==> src/hdl/rag_pkg.sv <==
// Shared types and constants for the range-add / global-argmin block.
// No dependencies; used by rag_cell, the top level and the checker.
`default_nettype none

package rag_pkg;

    localparam int unsigned IDX_W       = 3;
    localparam int unsigned VAL_W       = 64;
    localparam int unsigned S_TDATA_W   = 72;
    localparam int unsigned M_TDATA_W   = 72;

    localparam logic [VAL_W-1:0] SLOT_RESET_VALUE = 64'd1000000009;

    // Token handed from one cell to the next: the update and the running min.
    typedef struct packed {
        logic             valid;
        logic             has_best;
        logic [IDX_W-1:0] lo;
        logic [IDX_W-1:0] hi;
        logic [VAL_W-1:0] amt;
        logic [VAL_W-1:0] best;
        logic [IDX_W-1:0] best_idx;
    } token_t;

endpackage

`default_nettype wire

==> src/hdl/rag_cell.sv <==
// One slot cell: holds a slot value, applies the passing range add and
// folds its value into the running minimum. Depends on rag_pkg.
`default_nettype none

module rag_cell #(
    parameter int unsigned CELL_INDEX = 0
) (
    input  wire logic            aclk,
    input  wire logic            aresetn,
    input  wire logic            advance,
    input  wire rag_pkg::token_t tok_in,
    output rag_pkg::token_t      tok_out
);

    localparam logic [rag_pkg::IDX_W-1:0] CELL_TAG = rag_pkg::IDX_W'(CELL_INDEX);

    logic [rag_pkg::VAL_W-1:0] slot_reg;
    logic [rag_pkg::VAL_W-1:0] slot_next;
    rag_pkg::token_t           tok_reg;
    rag_pkg::token_t           tok_next;
    logic                      in_range;
    logic                      take;

    always_comb begin
        in_range  = (CELL_INDEX >= int'(tok_in.lo)) && (CELL_INDEX <= int'(tok_in.hi));
        slot_next = in_range ? (slot_reg + tok_in.amt) : slot_reg;
        // strict less keeps the lower index on ties
        take      = !tok_in.has_best || ($signed(slot_next) < $signed(tok_in.best));

        tok_next          = tok_in;
        tok_next.has_best = 1'b1;
        tok_next.best     = take ? slot_next : tok_in.best;
        tok_next.best_idx = take ? CELL_TAG : tok_in.best_idx;
    end

    always_ff @(posedge aclk) begin
        if (!aresetn) begin
            slot_reg      <= rag_pkg::SLOT_RESET_VALUE;
            tok_reg.valid <= 1'b0;
        end else if (advance) begin
            tok_reg <= tok_next;
            if (tok_in.valid) begin
                slot_reg <= slot_next;
            end
        end
    end

    assign tok_out = tok_reg;

endmodule

`default_nettype wire

==> src/hdl/range_add_global_argmin_top.sv <==
// A token walks the cell chain, one cell per cycle while the chain advances,
// adding and comparing; the result beat is taken from the last cell's register.
// Throughput: one beat per cycle while m_tready is high; the whole chain
// stalls while a result beat waits in the last cell's register.
// Reset: every slot loads 1000000009 at once, no clearing pass.
// Top level of the range-add / global-argmin chain; uses rag_pkg, rag_cell.
`default_nettype none

module range_add_global_argmin_top #(
    parameter int unsigned SLOT_COUNT = 8
) (
    input  wire logic                            aclk,
    input  wire logic                            aresetn,
    input  wire logic                            s_tvalid,
    output      logic                            s_tready,
    // [2:0] range_low, [5:3] range_high, [69:6] amount, [71:70] zero
    input  wire logic [rag_pkg::S_TDATA_W-1:0]   s_tdata,
    output      logic                            m_tvalid,
    input  wire logic                            m_tready,
    // [63:0] min_value, [66:64] min_index, [71:67] zero
    output      logic [rag_pkg::M_TDATA_W-1:0]   m_tdata
);

    rag_pkg::token_t chain [SLOT_COUNT+1];
    rag_pkg::token_t head_tok;
    rag_pkg::token_t last_tok;
    logic            advance;

    assign last_tok = chain[SLOT_COUNT];
    assign advance  = !last_tok.valid || m_tready;
    assign s_tready = advance;

    always_comb begin
        head_tok          = '0;
        head_tok.valid    = s_tvalid;
        head_tok.has_best = 1'b0;
        head_tok.lo       = s_tdata[2:0];
        head_tok.hi       = s_tdata[5:3];
        head_tok.amt      = s_tdata[69:6];
    end

    assign chain[0] = head_tok;

    for (genvar i = 0; i < SLOT_COUNT; i++) begin : g_cell
        rag_cell #(
            .CELL_INDEX(i)
        ) u_cell (
            .aclk    (aclk),
            .aresetn (aresetn),
            .advance (advance),
            .tok_in  (chain[i]),
            .tok_out (chain[i+1])
        );
    end

    assign m_tvalid = last_tok.valid;
    assign m_tdata  = {5'b0, last_tok.best_idx, last_tok.best};

endmodule

`default_nettype wire

==> config.mk <==
export PLATFORM = sky130hd
export DESIGN_NAME = range_add_global_argmin_top
export DESIGN_NICKNAME = d
export VERILOG_FILES = /design/src/hdl/rag_pkg.sv /design/src/hdl/rag_cell.sv /design/src/hdl/range_add_global_argmin_top.sv
export SDC_FILE = /design/constraint.sdc
export NUM_CORES = 2
export LEC_CHECK = 0
export ABC_CLOCK_PERIOD_IN_PS = 130199
export BUFFER_PORTS_ARGS = -buffer_cell sky130_fd_sc_hd__clkbuf_2
export CORE_AREA = 2 2 548 414
export CTS_BUF_LIST = sky130_fd_sc_hd__clkbuf_8
export DETAILED_ROUTE_END_ITERATION = 8
export DIE_AREA = 0 0 550 416
export SETUP_SLACK_MARGIN = 0.15
export SYNTH_ARGS = -nofsm -noshare
export SYNTH_HDL_FRONTEND = slang
export SYNTH_SLANG_ARGS = --single-unit
==> constraint.sdc <==
create_clock -name aclk -period 130.2 [get_ports aclk]
set_input_delay 19.53 -clock aclk [delete_from_list [all_inputs] [get_ports aclk]]
set_output_delay 19.53 -clock aclk [all_outputs]
set_load 0.01 [all_outputs]
==> run_results.csv <==
group,metric,value,unit
sta,rsz0062_at_grt,"false",
power_and_ir_drop,power,1.40,mW
critical_path,cpMostUsedCell,"clkbuf_2",
sta,maxSlewHeadroom,3.50,%
logic_synthesis,yosysMostFrequentCell,"nand2_1",
critical_path,cp_data_arrival_time,20.53,ns
logic_synthesis,yosysTopAreaCell,"edfxtp_1",
sta,setup_viol,0,
floorplan,die_area,0.229,mm2
floorplan,die_width,550,um
critical_path,r2r_cells,23,
sta,setup_slack,90.14,ns
route,drt-pass1-iter-count,6,
critical_path,path_buf_inv,4,
cells_and_area,final_layout_size_suffix_gt1_share,7.99,%
clock_tree,numClockSinks,1536,
route,vias_per_cell,5.89,
power_and_ir_drop,vdd_drop_max,9.24,uV
route,drc_errors,0,
clock_tree,clockBufferDepth,4,
floorplan,ios,150,
sta,fmax,25.0,MHz
logic_synthesis,avgSynthCellArea,9.04,um2
logic_synthesis,syn_inst,11100,
critical_path,critical_path.endpoint_type,"primary output",
global_route,grt_pass1_vias,77100,
cells_and_area,final_nets,12000,
clock_tree,htree_num_levels,5,
clock_tree,path_clk_slew,0.07,ns
logic_synthesis,synth-edff-count,1016,
floorplan,core,0.224,mm2
min_path,hp-class,"flop to flop",
logic_synthesis,synth_cell_type_count,87,
placement,gp_congestion,0.966,
logic_synthesis,synth_area_leaders,"edfxtp_1 (31%), ha_1 (12%), dfxtp_1 (10%), a21oi_1 (5.1%), nand2_1 (4.9%)",
sta,finalClockSkew,0.0921,ns
outcome,run_status,"completed",
global_route,overflow,0,
route,wl_per_cell,23.2,um
clock_tree,cts_hold_buf,0,
logic_synthesis,synthArstFlopShare,0,%
logic_synthesis,synth_top_area_share,30.5,%
route,postRouteAntennaNets,0,
power_and_ir_drop,powerDensity,13.0,mW/mm2
global_route,grt_pass1_wl,489000,um
logic_synthesis,synth_top_family_by_area,"compound AO/OA/AOI/OAI gates",
clock_tree,root_buffer,"clkbuf_8",
critical_path,crit_path_max_incr_delay,0.33,ns
placement,numPortBuffers,142,
critical_path,r2r_setup_slack,118.74,ns
critical_path,worstSetupPathDepth,5,
logic_synthesis,synth_flop_cell,"edfxtp_1",
logic_synthesis,synth_compound_area_share,20.3,%
sta,period_share,30.8,%
logic_synthesis,synthMuxAreaShare,3.09,%
critical_path,worst_path_max_delay_cell,"buf_4",
sta,finalMaxSlewViolations,0,
logic_synthesis,synth_fa_ha_area_share,12.0,%
cells_and_area,area_delta_synth_final,8.50,%
sta,fin_setup_tns,0,ns
min_path,min_from,"g_cell[1].u_cell.tok_out[131]$_DFFE_PP_",
logic_synthesis,synth-simple-area-share,14.4,%
floorplan,start_util,44.6,%
critical_path,crit_required,110.67,ns
global_route,track_usage,28.1,%
logic_synthesis,synth_area,0.0999,mm2
global_route,grt_max_degree,184,
route,routed_wirelength,330000,um
cells_and_area,regArea,0.0409,mm2
critical_path,crit_start,"m_tready",
critical_path,r2r_start,"g_cell[0].u_cell.tok_out[75]$_DFFE_PP_",
logic_synthesis,synth-seq-cells,1536,
sta,worst_pin_slew,1.43,ns
sta,hold_violations,0,
run,drv_cap,0,
logic_synthesis,yosysSeqAreaShare,41.0,%
cells_and_area,finalInstanceArea,0.108,mm2
placement,place_ws,90.13,ns
clock_tree,cts_tree,"yes",
power_and_ir_drop,power.leakage,47.4,nW
cells_and_area,fillers,21400,
floorplan,die_height,416,um
cells_and_area,utilization,48.4,%
clock_tree,cts_buffers,276,
critical_path,r2r_end,"g_cell[1].u_cell.tok_out[20]$_DFFE_PP_",
cells_and_area,largest_reg_flops,1024,
route,vias,83800,
clock_tree,worst_skew_pair.late_latency,0.99,ns
floorplan,rows,151,
clock_tree,cts_post_setup_buffers_inserted,0,
logic_synthesis,ys_warn_count,0,
critical_path,worstSetupPathType,"primary input to primary output",
cells_and_area,multi_input_area,0.0538,mm2
route,drtIter0Drc,9081,
logic_synthesis,synth_common_cells,"nand2_1 (1300), edfxtp_1 (1016), a21oi_1 (1013)",
critical_path,endpoint,"s_tready",
critical_path,crit_fanout,10,
placement,post_dp_cell_area,0.103,mm2
critical_path,path_delay_family,"buffers and inverters",
logic_synthesis,synth_xor_area_share,3.92,%
clock_tree,post_cts_resized,0,
critical_path,crit_chain,"clkbuf_2 -> nor2b_4 -> buf_4 -> inv_1 -> clkbuf_2",
critical_path,start_kind,"primary input",
placement,hpwl,254000,um
global_route,antenna_found_initial,29,
sta,layout_min_cycle_time,40.06,ns
[cell type report]
class	count	share of cell area, %
inverter	777	2.70
sequential	1536	37.8
clock inverter	194	1.16
tap	2983	3.44
antenna	5	0.0115
timing repair buffer	253	1.49
multi-input combinational	8165	49.6
clock buffer	300	3.81
[metal layers]
metal / track usage [%] / vias to the layer above / part of all wire, %
li1: - / 39900 / -
met1: 44.6 / 40200 / 49
met2: 38.5 / 3295 / 39
met3: 5.42 / 424 / 9.3
met4: 5.93 / 2 / 2.0
met5: 0 / - / 0.0039
[worst min path at each step]
stage          depth (start not counted)                                 endpoint  slack (ns)
2_1_floorplan                          0  g_cell[1].u_cell.tok_out[134]$_DFFE_PP_        0.40
3_3_place_gp                           0  g_cell[6].u_cell.tok_out[131]$_DFFE_PP_        0.41
3_5_place_dp                           0  g_cell[2].u_cell.tok_out[131]$_DFFE_PP_        0.41
4_1_cts                                0  g_cell[2].u_cell.tok_out[131]$_DFFE_PP_        0.42
5_1_grt                                0  g_cell[2].u_cell.tok_out[131]$_DFFE_PP_        0.43
6_report                               0  g_cell[2].u_cell.tok_out[131]$_DFFE_PP_        0.42
[report_power, final]
part           switching [mW]  internal (mW)  total [mW]
combinational           0.217          0.117       0.333
clock                   0.218          0.243       0.462
sequential             0.0299          0.579       0.609
total                   0.465          0.939        1.40
[cells by family (layout without fill, tap and decap cells)]
family / count (synthesis) / in the layout
AOI/OAI and AO/OA: 3252 / 3252
xor gates and xnor gates: 445 / 445
adders and majority gates: 953 / 953
buffers and inverters: 1357 / 1524
DFF: 1536 / 1536
muxes: 288 / 288
other: 1 / 10
and+or+nand+nor: 3222 / 3222
[stage by stage]
stage | std cells | hold slack (ns)
final | 14200 | 0.416
after global routing | 14200 | 0.432
after CTS | 14200 | 0.417
after detailed placement | 13700 | 0.406
after global placement | 13700 | 0.406
after floorplan | 11100 | 0.400
[placed cells by master, fill, tap and decap left out, types with 67 or more instances in the layout]
cell type,n
nand2_1,1297
edfxtp_1,1016
a21oi_1,1012
ha_1,945
inv_1,864
nor2_1,862
o21ai_0,795
dfxtp_1,520
a21o_1,422
clkbuf_8,300
xnor2_1,260
nand3_1,233
nand4_1,217
xor2_1,181
a211oi_1,167
mux2_2,159
nor3_1,158
clkbuf_2,141
mux2i_1,127
o21bai_1,125
o211ai_1,117
a31oi_1,112
buf_4,106
o21a_1,88
and3_1,78
and2_1,75
nor2b_1,73
o31ai_1,67
Power figures use the tool's default switching activity.
